`src/hw/rtl/bms_pkg.sv`:
```
// bms_pkg: shared types, codes and constants for the beep and morse sequencer
// no dependencies; used by every module of the block by scoped names
package bms_pkg;

    // pattern store geometry
    localparam int SYMBOL_SLOTS = 64;
    localparam int SLOT_W       = $clog2(SYMBOL_SLOTS);
    localparam int POS_W        = $clog2(SYMBOL_SLOTS + 1);

    // field widths
    localparam int OP_W    = 2;
    localparam int BEEP_W  = 32;
    localparam int IDX_W   = 6;
    localparam int CHAR_W  = 8;
    localparam int DIT_W   = 10;
    localparam int ELEM_W  = 12;

    // dit length after reset
    localparam logic [DIT_W-1:0] DIT_RESET = DIT_W'(100);

    // operations
    localparam logic [OP_W-1:0] OP_TICK = 2'd0;
    localparam logic [OP_W-1:0] OP_BEEP = 2'd1;
    localparam logic [OP_W-1:0] OP_SYM  = 2'd2;

    // character bytes accepted as symbols
    localparam logic [CHAR_W-1:0] CHAR_DIT   = 8'd46;
    localparam logic [CHAR_W-1:0] CHAR_DAH   = 8'd45;
    localparam logic [CHAR_W-1:0] CHAR_SPACE = 8'd32;

    // stored symbol codes
    localparam logic [1:0] SYM_DIT   = 2'd0;
    localparam logic [1:0] SYM_DAH   = 2'd1;
    localparam logic [1:0] SYM_SPACE = 2'd2;

    // one input item
    typedef struct packed {
        logic [OP_W-1:0]   operation;
        logic [BEEP_W-1:0] beep_length;
        logic [IDX_W-1:0]  symbol_index;
        logic [CHAR_W-1:0] symbol_code;
    } t_item;

    // one result item, piezo_pulse in the lowest bit
    typedef struct packed {
        logic status;
        logic morse_done;
        logic beep_done;
        logic piezo_pulse;
    } t_result;

    // sequencer status seen by the top level
    typedef struct packed {
        logic beep_active;
        logic play_idle;
    } t_core_stat;

endpackage

```
`src/hw/rtl/bms_in_skid.sv`:
```
// bms_in_skid: input register with a skid stage for the item stream
// depends on bms_pkg (t_item)
module bms_in_skid (
    input  logic           i_clk,
    input  logic           i_rst_n,
    input  logic           i_valid,
    output logic           o_ready,
    input  bms_pkg::t_item i_item,
    output logic           o_valid,
    input  logic           i_take,
    output bms_pkg::t_item o_item
);

    logic           r_valid;
    logic           r_sk_valid;
    bms_pkg::t_item r_item;
    bms_pkg::t_item r_sk_item;
    logic           w_acc;

    // ready only depends on the skid stage being empty
    assign o_ready = !r_sk_valid;
    assign w_acc   = i_valid && !r_sk_valid;
    assign o_valid = r_valid;
    assign o_item  = r_item;

    // control flags
    always_ff @(posedge i_clk) begin
        if (!i_rst_n) begin
            r_valid    <= 1'b0;
            r_sk_valid <= 1'b0;
        end else if (!r_valid || i_take) begin
            if (r_sk_valid) begin
                r_valid    <= 1'b1;
                r_sk_valid <= 1'b0;
            end else begin
                r_valid <= w_acc;
            end
        end else if (w_acc) begin
            r_sk_valid <= 1'b1;
        end
    end

    // payload, no reset
    always_ff @(posedge i_clk) begin
        if (!r_valid || i_take) begin
            if (r_sk_valid) begin
                r_item <= r_sk_item;
            end else if (w_acc) begin
                r_item <= i_item;
            end
        end else if (w_acc) begin
            r_sk_item <= i_item;
        end
    end

endmodule

```
`src/hw/rtl/bms_core.sv`:
```
// bms_core: sequencer state, pattern store and per-item update logic
// depends on bms_pkg (codes, t_item, t_result, t_core_stat)
module bms_core (
    input  logic                        i_clk,
    input  logic                        i_rst_n,
    input  logic                        i_go,
    input  bms_pkg::t_item              i_item,
    input  logic [bms_pkg::DIT_W-1:0]   i_dit,
    output bms_pkg::t_result            o_result,
    output bms_pkg::t_core_stat         o_stat
);

    logic [bms_pkg::BEEP_W-1:0]         r_beep, n_beep;
    logic [bms_pkg::ELEM_W-1:0]         r_elem, n_elem;
    logic                               r_tone, n_tone;
    logic [bms_pkg::POS_W-1:0]          r_pos, n_pos;
    logic [1:0]                         r_store [bms_pkg::SYMBOL_SLOTS];
    logic [1:0]                         r_rd;
    logic [bms_pkg::ELEM_W-1:0]         w_dit_e;
    logic [bms_pkg::ELEM_W-1:0]         w_dah_e;
    logic [bms_pkg::ELEM_W-1:0]         w_dec;
    logic [bms_pkg::POS_W-1:0]          w_pos_inc;
    logic [1:0]                         w_enc;
    logic                               w_sym_ok;
    logic                               w_we;
    logic [bms_pkg::SLOT_W-1:0]         w_wa;
    logic [bms_pkg::SLOT_W-1:0]         w_ra;
    bms_pkg::t_result                   w_res;

    // element lengths from the dit length
    assign w_dit_e   = bms_pkg::ELEM_W'(i_dit);
    assign w_dah_e   = {w_dit_e[bms_pkg::ELEM_W-2:0], 1'b0} + w_dit_e;
    assign w_dec     = r_elem - 1'b1;
    assign w_pos_inc = r_pos + 1'b1;

    // symbol byte decode
    always_comb begin
        w_enc    = bms_pkg::SYM_DIT;
        w_sym_ok = 1'b1;
        case (i_item.symbol_code)
            bms_pkg::CHAR_DIT:   w_enc = bms_pkg::SYM_DIT;
            bms_pkg::CHAR_DAH:   w_enc = bms_pkg::SYM_DAH;
            bms_pkg::CHAR_SPACE: w_enc = bms_pkg::SYM_SPACE;
            default:             w_sym_ok = 1'b0;
        endcase
    end

    // next state and result for the item being processed
    always_comb begin
        n_beep = r_beep;
        n_elem = r_elem;
        n_tone = r_tone;
        n_pos  = r_pos;
        w_res  = '0;
        if (i_go) begin
            case (i_item.operation)
                bms_pkg::OP_TICK: begin
                    if (r_beep != '0) begin
                        n_beep            = r_beep - 1'b1;
                        w_res.piezo_pulse = 1'b1;
                        w_res.beep_done   = (r_beep == bms_pkg::BEEP_W'(1));
                    end else if (r_elem != '0) begin
                        n_elem = w_dec;
                        if (r_tone) begin
                            w_res.piezo_pulse = 1'b1;
                            if (w_dec == '0) begin
                                n_tone = 1'b0;
                                n_elem = w_dit_e;
                            end
                        end
                    end
                    // fetch the next slot once the element has run out
                    if (r_pos < bms_pkg::POS_W'(bms_pkg::SYMBOL_SLOTS) && n_elem == '0) begin
                        case (r_rd)
                            bms_pkg::SYM_DIT: begin
                                n_tone = 1'b1;
                                n_elem = w_dit_e;
                            end
                            bms_pkg::SYM_DAH: begin
                                n_tone = 1'b1;
                                n_elem = w_dah_e;
                            end
                            default: begin
                                n_tone = 1'b0;
                                n_elem = w_dit_e;
                            end
                        endcase
                        n_pos            = w_pos_inc;
                        w_res.morse_done =
                            (w_pos_inc == bms_pkg::POS_W'(bms_pkg::SYMBOL_SLOTS));
                    end
                end
                bms_pkg::OP_BEEP: begin
                    n_pos  = bms_pkg::POS_W'(bms_pkg::SYMBOL_SLOTS);
                    n_elem = '0;
                    n_tone = 1'b0;
                    n_beep = i_item.beep_length;
                end
                bms_pkg::OP_SYM: begin
                    // slot 0 restarts playback even for a rejected symbol
                    if (i_item.symbol_index == '0) begin
                        n_beep = '0;
                        n_pos  = '0;
                        n_elem = '0;
                        n_tone = 1'b0;
                    end
                    w_res.status = !w_sym_ok;
                end
                default: ;
            endcase
        end
    end

    // store write port
    assign w_we = i_go && (i_item.operation == bms_pkg::OP_SYM) && w_sym_ok &&
                  (bms_pkg::POS_W'(i_item.symbol_index) <
                   bms_pkg::POS_W'(bms_pkg::SYMBOL_SLOTS));
    assign w_wa = bms_pkg::SLOT_W'(i_item.symbol_index);
    // prefetch the slot at the next play position
    assign w_ra = n_pos[bms_pkg::SLOT_W-1:0];

    // state registers
    always_ff @(posedge i_clk) begin
        if (!i_rst_n) begin
            r_beep <= '0;
            r_elem <= '0;
            r_tone <= 1'b0;
            r_pos  <= bms_pkg::POS_W'(bms_pkg::SYMBOL_SLOTS);
        end else begin
            r_beep <= n_beep;
            r_elem <= n_elem;
            r_tone <= n_tone;
            r_pos  <= n_pos;
        end
    end

    // pattern store with write-through on the registered read
    always_ff @(posedge i_clk) begin
        if (w_we) begin
            r_store[w_wa] <= w_enc;
        end
        if (w_we && w_wa == w_ra) begin
            r_rd <= w_enc;
        end else begin
            r_rd <= r_store[w_ra];
        end
    end

    assign o_result           = w_res;
    assign o_stat.beep_active = (r_beep != '0);
    assign o_stat.play_idle   = (r_pos == bms_pkg::POS_W'(bms_pkg::SYMBOL_SLOTS));

endmodule

```
`src/hw/rtl/beep_and_morse_sequencer.sv`:
```
// beep_and_morse_sequencer: top level, dit length register and result register
// depends on bms_pkg, bms_in_skid and bms_core
//
//  channel  | direction | beat moves
//  ---------+-----------+------------------------------------------------
//  s_axis   | in        | tick, beep start or symbol write (one item)
//  m_axis   | out       | one result per item
//  cfg      | in        | dit length in ticks (10 bits)
//
// one item per cycle sustained while m_axis does not stall; an input beat
// passes through the input register and the state update to the result
// register. reset is synchronous, active low; the pattern store keeps no
// reset and is needed only for slots already written. the input skid stage
// keeps s_axis_tready registered while m_axis stalls.
module beep_and_morse_sequencer (
    input  logic                      i_clk,
    input  logic                      i_rst_n,
    input  logic                      s_axis_tvalid,
    output logic                      s_axis_tready,
    // beep_length[31:0], symbol_index[37:32], symbol_code[45:38], zero pad
    input  logic [47:0]               s_axis_tdata,
    // operation[1:0]
    input  logic [1:0]                s_axis_tuser,
    output logic                      m_axis_tvalid,
    input  logic                      m_axis_tready,
    // piezo_pulse[0], beep_done[1], morse_done[2], status[3], zero pad
    output logic [7:0]                m_axis_tdata,
    input  logic                      i_cfg_valid,
    output logic                      o_cfg_ready,
    input  logic [bms_pkg::DIT_W-1:0] i_cfg_data
);

    bms_pkg::t_item      w_in_item;
    bms_pkg::t_item      w_item;
    bms_pkg::t_result    w_res;
    bms_pkg::t_result    r_out;
    bms_pkg::t_core_stat w_stat;
    logic                w_valid;
    logic                w_take;
    logic                w_go;
    logic                r_out_valid;
    logic [bms_pkg::DIT_W-1:0] r_dit;

    // unpack the input beat
    assign w_in_item.operation    = s_axis_tuser;
    assign w_in_item.beep_length  = s_axis_tdata[31:0];
    assign w_in_item.symbol_index = s_axis_tdata[37:32];
    assign w_in_item.symbol_code  = s_axis_tdata[45:38];

    bms_in_skid u_skid (
        .i_clk   (i_clk),
        .i_rst_n (i_rst_n),
        .i_valid (s_axis_tvalid),
        .o_ready (s_axis_tready),
        .i_item  (w_in_item),
        .o_valid (w_valid),
        .i_take  (w_take),
        .o_item  (w_item)
    );

    // result register frees up when empty or drained this cycle
    assign w_take = !r_out_valid || m_axis_tready;
    assign w_go   = w_valid && w_take;

    bms_core u_core (
        .i_clk    (i_clk),
        .i_rst_n  (i_rst_n),
        .i_go     (w_go),
        .i_item   (w_item),
        .i_dit    (r_dit),
        .o_result (w_res),
        .o_stat   (w_stat)
    );

    // dit length register
    assign o_cfg_ready = 1'b1;
    always_ff @(posedge i_clk) begin
        if (!i_rst_n) begin
            r_dit <= bms_pkg::DIT_RESET;
        end else if (i_cfg_valid) begin
            r_dit <= i_cfg_data;
        end
    end

    // result register
    always_ff @(posedge i_clk) begin
        if (!i_rst_n) begin
            r_out_valid <= 1'b0;
        end else if (w_take) begin
            r_out_valid <= w_valid;
        end
    end

    always_ff @(posedge i_clk) begin
        if (w_go) begin
            r_out <= w_res;
        end
    end

    assign m_axis_tvalid = r_out_valid;
    assign m_axis_tdata  = {4'b0000, r_out};

    // a running beep always leaves morse playback idle
    a_beep_stops_play: assert property (@(posedge i_clk) disable iff (!i_rst_n)
        w_stat.beep_active |-> w_stat.play_idle)
        else $error("beep running while morse playback active");

    // fetching the last slot leaves playback idle
    a_done_goes_idle: assert property (@(posedge i_clk) disable iff (!i_rst_n)
        w_go && w_res.morse_done |=> w_stat.play_idle)
        else $error("playback not idle after last slot");

    // a full skid stage implies the input register holds an item
    a_skid_order: assert property (@(posedge i_clk) disable iff (!i_rst_n)
        !s_axis_tready |-> w_valid)
        else $error("skid stage full with empty input register");

    // an item in the input register reaches the result register when it frees up
    a_no_loss: assert property (@(posedge i_clk) disable iff (!i_rst_n)
        w_valid && w_take |=> r_out_valid)
        else $error("processed item missing from result register");

endmodule

```
`config.mk`:
```
export PLATFORM = sky130hd
export DESIGN_NAME = beep_and_morse_sequencer
export DESIGN_NICKNAME = d
export VERILOG_FILES = /design/src/hw/rtl/bms_pkg.sv /design/src/hw/rtl/bms_in_skid.sv /design/src/hw/rtl/bms_core.sv /design/src/hw/rtl/beep_and_morse_sequencer.sv
export SDC_FILE = /design/constraint.sdc
export NUM_CORES = 1
export LEC_CHECK = 0
export ABC_CLOCK_PERIOD_IN_PS = 11900
export BUFFER_PORTS_ARGS = -buffer_cell sky130_fd_sc_hd__clkbuf_2
export CAP_MARGIN = 20
export CORE_UTILIZATION = 30
export DETAILED_ROUTE_END_ITERATION = 8
export PLACE_DENSITY_LB_ADDON = 0.25
export SLEW_MARGIN = 20
export SYNTH_ARGS = -nofsm -noshare
export SYNTH_HDL_FRONTEND = slang
export SYNTH_SLANG_ARGS = --single-unit
```
`constraint.sdc`:
```
create_clock -name i_clk -period 11.9 [get_ports i_clk]
set_input_delay 1.785 -clock i_clk [delete_from_list [all_inputs] [get_ports i_clk]]
set_output_delay 1.785 -clock i_clk [all_outputs]
set_load 0.005 [all_outputs]
```
After elaboration in Yosys (flattened, before gate mapping)
Memories as Yosys holds them, arrays and structs flattened. A register that Yosys moved wholly into a read port is not among the register bits.
Cells that the tools add are included.
{"block": "word_totals", "mem_count": 1, "ram_bits": 128, "output_inout_bits": 11, "ff_bits": 165}
{"name": "u_core.r_store", "words": 64, "width": 2, "read_ports": 1, "rd_clocked_by_memory_dff": 1, "wr": 1, "line_no": "bms_core.sv:17", "rtl": "logic [1:0] r_store [bms_pkg::SYMBOL_SLOTS];"}
{"block": "classes", "order_cmp": 1, "mux": 35, "bitwise": 2, "eq_ne": 13, "reduce_logical": 31, "addsub": 4}
{"operator": "2-to-1 mux 12 bit", "count": 9}
{"operator": "2-to-1 mux 48 bit", "count": 2}
{"operator": "one-hot mux 32 bit (3 select lines)", "count": 1}
{"operator": "2-to-1 mux 32 bit", "count": 2}
{"operator": "one-hot mux 12 bit (3 select lines)", "count": 1}
{"operator": "equality test 32 x 1 -> 1 bit (second input constant)", "count": 1}
{"operator": "nonzero test 32 bit", "count": 1}
{"operator": "subtractor 32 x 1 -> 32 bit (second input constant)", "count": 1}
{"operator": "equality test 8 x 6 -> 1 bit (second input constant)", "count": 3}
{"operator": "zero test 12 bit", "count": 2}
{"operator": "one-hot mux 7 bit (3 select lines)", "count": 1}
{"operator": "2-to-1 mux 1 bit", "count": 14}
{"operator": "2-to-1 mux 7 bit", "count": 2}
{"operator": "adder 11 x 10 -> 12 bit", "count": 1}
{"operator": "nonzero test 12 bit", "count": 1}
{"operator": "subtractor 12 x 1 -> 12 bit (second input constant)", "count": 1}
{"operator": "AND reduction 2 bit", "count": 4}
{"operator": "AND reduction 4 bit", "count": 2}
{"operator": "adder 7 x 1 -> 7 bit (second input constant)", "count": 1}
{"operator": "equality test 7 bit (second input constant)", "count": 1}
{"operator": "< comparator 7 bit (second input constant)", "count": 1}
{"operator": "zero test 6 bit", "count": 1}
{"operator": "2-to-1 mux 6 bit", "count": 1}
{"operator": "inequality test 2 x 1 -> 1 bit (second input constant)", "count": 3}
{"operator": "other kinds (17)", "count": 29}

Logic depth before layout (Yosys ltp)
{"block": "logic_depth", "ltp_word": 13, "mapped_depth": 14, "depth_no_buf": 11}

Cells and area by module
Synthesis repeated with hierarchy kept, for this count alone.
{"block": "hier_totals", "cells_unflattened": 1105, "area_unflattened_um2": 14086.0}
{"module": "bms_core", "n_inst": 1, "area_per_inst_um2": 9709.3, "cells_each": 898}
{"module": "bms_in_skid", "n_inst": 1, "area_per_inst_um2": 3797.4, "cells_each": 159}
{"module": "beep_and_morse_sequencer", "n_inst": 1, "area_per_inst_um2": 579.3, "cells_each": 48}

Worst setup path before layout
No wires, ideal clock.
{"block": "synth_timing", "path_type": "input to register", "start": "input port m_axis_tready", "end": "register u_skid.r_sk_item[0] in the netlist's numbering (enable)", "path_slack_ps": 5745, "path_stages": 3, "path_buffers": 0, "t_required_ps": 11377, "t_arrival_ps": 5632, "setup_ps": 523, "cell_sequence": "nor2b_1 nand2_1 nor3b_1"}
{"block": "synth_between", "elab_chain_cells": 4}
{"element": "start, declared", "line_no": "beep_and_morse_sequencer.sv:25", "rtl": "input logic m_axis_tready,"}
{"element": "logical OR 1 bit", "line_no": "beep_and_morse_sequencer.sv:62", "rtl": "assign w_take = !r_out_valid || m_axis_tready;"}
{"element": "logical OR 1 bit", "line_no": "bms_in_skid.sv:45", "rtl": "if (!r_valid || i_take) begin"}
{"element": "NOT 1 bit (no line)"}
{"element": "AND reduction 2 bit (no line)"}
{"element": "end signal, assigned", "line_no": "bms_in_skid.sv:52", "rtl": "r_sk_item <= i_item;"}
{"element": "end, declared", "line_no": "bms_in_skid.sv:17", "rtl": "bms_pkg::t_item r_sk_item;"}
No other way between the ends.
A chain may end at the register's enable or synchronous reset.

Worst setup path after layout
{"block": "layout_timing", "start": "register u_core.r_elem[1] in the netlist's numbering", "end": "register u_core.r_elem[10] in the netlist's numbering"}
{"block": "layout_between", "elab_chain_cells": 12}
{"element": "start, declared", "line_no": "bms_core.sv:14", "rtl": "logic [bms_pkg::ELEM_W-1:0] r_elem, n_elem;"}
{"element": "start signal, assigned", "line_no": "bms_core.sv:131", "rtl": "r_elem <= n_elem;"}
{"element": "subtractor 12 x 1 -> 12 bit", "line_no": "bms_core.sv:33", "rtl": "assign w_dec = r_elem - 1'b1;"}
{"element": "zero test 12 bit", "line_no": "bms_core.sv:66", "rtl": "if (w_dec == '0) begin"}
{"element": "2-to-1 mux 12 bit", "line_no": "bms_core.sv:66"}
{"element": "2-to-1 mux 12 bit", "line_no": "bms_core.sv:64", "rtl": "if (r_tone) begin"}
{"element": "2-to-1 mux 12 bit", "line_no": "bms_core.sv:62", "rtl": "end else if (r_elem != '0) begin"}
{"element": "2-to-1 mux 12 bit (*)", "line_no": "bms_core.sv:58", "rtl": "if (r_beep != '0) begin"}
{"element": "2-to-1 mux 12 bit (*)", "line_no": "bms_core.sv:56", "rtl": "case (i_item.operation)"}
{"element": "2-to-1 mux 12 bit (*)", "line_no": "bms_core.sv:55", "rtl": "if (i_go) begin"}
{"element": "zero test 12 bit", "line_no": "bms_core.sv:73", "rtl": "if (r_pos < bms_pkg::POS_W'(bms_pkg::SYMBOL_SLOTS) && n_elem == '0) begin"}
{"element": "logical AND 1 bit", "line_no": "bms_core.sv:73"}
{"element": "2-to-1 mux 12 bit (*)", "line_no": "bms_core.sv:73"}
{"element": "one-hot mux 12 bit (3 select lines) (*)", "line_no": "bms_core.sv:56"}
Every way passes the cells marked *; elsewhere a longest branch is shown, timed or not. The select of a mux whose other input is x is not followed.

==> results.md <==
* Die Area at 0.04660 mm2
* Post-Synthesis Cells at 1,107
* Critical path required time at 12.34 ns
* Crit path kind: register to register
* Pwr Total at 2504 uW
* Post-synthesis sequential area ratio at 0.6025
* Final hold violation count at 0
* Total leakage power at 0.005042 uW
* Post-synth ARST share at 0
* Antenna-violating nets left at 0
* DRT Pass-1 Iters at 5
* Fillcell total at 4,407
* Initial Utilization at 0.3070
* Largest net degree at the start of global routing at 65
* RSZ-0062 raised after global routing: false
* Max Slew Vio Count at 0
* CTS Buf Count at 36
* Yosys cell types at 73
* Drt wl/cell at 18.00 um
* Post-synthesis compound-gate area fraction at 0.1040
* Commonest non-fill, non-tap cell in the layout: edfxtp_1
* Gr ovfl total at 0
* Max-cap violations at 0
* Initial antenna violation count at 0
* Hold buffers post-CTS at 0
* Vias in the first global route at 9,085
* Synth Cell Area at 0.01372 mm2
* Number of synthesized register bits at 299
* Max Clk Rate at 0.1980 GHz
* Largest area contributor in the netlist: edfxtp_1
* Core outline area at 0.04470 mm2
* Tcrit/Tclk final at 0.4245
* Row cnt at 77
* Final min period at 5.051 ns
* Worst path slowest cell: nor3b_1
* FF/Latch Area at 0.008270 mm2
* Status: completed
* First-pass GRT wire length at 51,000 um
* Clock Skew at 0.02029 ns
* Synth Flop Type: edfxtp_1
* Root buf cell: clkbuf_16
* Highest routed layer: met4
* Share of layout cells above drive strength 1 at 0.2053
* Yosys Warn Count at 0
* Crit path buffers/inverters at 1
* Clock slew at reported path FFs at 0.06 ns
* Post-Synth Adder-Cell Area at 0.01878
* Layout area overhead at 16.00%
* Top Ports at 76
* Die Ht at 215.9 um
* Final setup fails at 0
* Via density per instance at 5.051
* Routed length on met2 at 14,900 um
* Max stage delay on crit path at 0.78 ns
* Synth Area per Inst at 12.40 um2
* Metal3 WL at 1405 um
* CP delay by family, top: simple AND/OR/NAND/NOR gates
* Power per Cell Area at 157.3 mW/mm2
* Maximum buffer depth of the clock tree at 3
* Multi-input logic area at 0.005146 mm2
* Final RePlAce weighted congestion at 0.8225
* Overall routing resource usage at 0.1394
* EDFF count, synth at 228
* Routed WL at 32,220 um
* Leading cell types in the layout, fill and taps excluded: edfxtp_1 (228), nor2_1 (151), a21oi_1 (70)
* Rel. slew slack at 0.3170
* # nets final at 1,256
* Clk_lat worst skew at 0.55 ns
* Top cell type's share of synthesized area at 0.4990
* Arr. time, crit path at 5.49 ns
* Post-cts resize count at 0
* Worst setup SP type: register
* Hold Path Class: register to register
* Top cells by area, synth: edfxtp_1 (50%), dfxtp_1 (10%), mux4_2 (5.3%)
* Crit-path max FO at 15
* Ant diodes at 0
* DRC viols at 0
* Fin Setup TNS at 0 ns
* Largest family of logic cells by synthesized area: simple AND/OR/NAND/NOR gates
* Max VDD drop at 0.09053 mV
* HPWL Detailed at 20,900 um
* # Post-CTS Setup Buffers at 0
* Worst slack, placed at 7.043 ns
* XOR/XNOR share of the synthesized area at 0.01085
* CTS tree: built
* Port buffer count at 68
* DR iter-0 viols at 680
* Worst slew pin tran at 1.011 ns
* Wl on met1 at 15,200 um
* Post-Synth Simple-Gate Area at 0.1285
* Crit. End Element: register
* Final worst slack at 6.849 ns
* Clock H-tree levels at 2
* Cells along the critical path: inv_1 -> ha_1 -> nor3b_1 -> nand3_1 -> and4_1 -> and3_1 -> a2111oi_0 -> nand4_2 -> nor2_4 -> nand2_1 -> o31ai_1
* Via count at 9,041
* Multiplexer share of the synthesized area at 0.1091
* CTS sink cnt at 299
* Die X-Extent at 215.9 um
-- cells in the mapped netlist, types with 19 or more instances --
cell type / n
clkbuf_1: 40
a21oi_1: 72
edfxtp_1: 228
mux2_2: 52
nor3_1: 27
a22oi_1: 22
mux4_2: 32
inv_1: 23
dfxtp_1: 71
o21ai_0: 46
mux2i_1: 19
nor2_1: 152
ha_1: 19
nand2_1: 65
-- stage by stage --
stage	instances	hold WS, ns	util	area, um2
6_report	1790	0.4681	0.3561	15920
3_5_place_dp	1725	0.4632	0.3290	14710
5_1_grt	1790	0.5277	0.3561	15920
3_3_place_gp	1725	0.4553	0.3290	14710
2_1_floorplan	1110	0.4457	-	13730
4_1_cts	1790	0.4717	0.3561	15920
-- worst reg2reg max path, stage by stage (launching register included) --
cell and delay, ns:
dfxtp_1 0.36, inv_1 0.13, ha_1 0.33, nor3b_1 0.78
nand3_1 0.47, and4_1 0.40, and3_1 0.20, a2111oi_0 0.75
nand4_2 0.42, nor2_4 0.49, nand2_1 0.32, o31ai_1 0.31
-- layout make-up --
cell class	count	share of cell area
Clock buffer	44	0.05982
Clock inverter	21	0.01619
Inverter	24	0.005659
Multi-Input combinational cell	726	0.3233
Sequential cell	299	0.5196
Tap cell	592	0.04653
Timing Repair Buffer	84	0.02893
-- cell families after synthesis --
logic type / Yosys count
multiplexers: 103
AND/OR/NAND/NOR: 356
AO/OA/AOI/OAI: 225
other: 2
XOR/XNOR: 17
buffers and inverters: 85
flip-flops: 299
adder cells (fa/ha/maj): 20
-- registers in the layout, indices dropped and copies added (netlist names), named ones only --
register	cells
u_core.r_store	128
u_skid.o_item	48
u_skid.r_sk_item	48
u_core.r_beep	32
u_core.r_elem	12
r_dit	10
u_core.r_pos	7
m_axis_tdata	4
m_axis_tvalid	1
u_core.r_tone	1
u_skid.o_valid	1
u_skid.r_sk_valid	1
-- worst paths after layout --
path	startpoint	end	slack, ns	depth (start not counted)
worst max-delay path	u_core.r_elem[1]	u_core.r_elem[10]	6.85	11
worst max register to register	u_core.r_elem[1]	u_core.r_elem[10]	6.85	11
worst min register to register	u_core.r_beep[26]	u_core.r_beep[26]	0.47	2
worst min-delay path	u_core.r_beep[26]	u_core.r_beep[26]	0.47	2
-- metal layers --
| layer | global-route usage | vias to the layer above |
|---|---|---|
| met4 | 0.04279 | 0 |
| met1 | 0.1938 | 4449 |
| met5 | 0 | - |
| li1 | - | 4334 |
| met2 | 0.2193 | 210 |
| met3 | 0.02593 | 48 |
-- where the power goes --
| part | internal, uW | switching (uW) | total [uW] |
|---|---|---|---|
| Clock | 681 | 440 | 1120 |
| Sequential | 1140 | 18.1 | 1160 |
| Combinational | 86.6 | 141 | 227 |
| Total | 1910 | 599 | 2500 |
No activity file was read; power rests on OpenSTA's default activity.
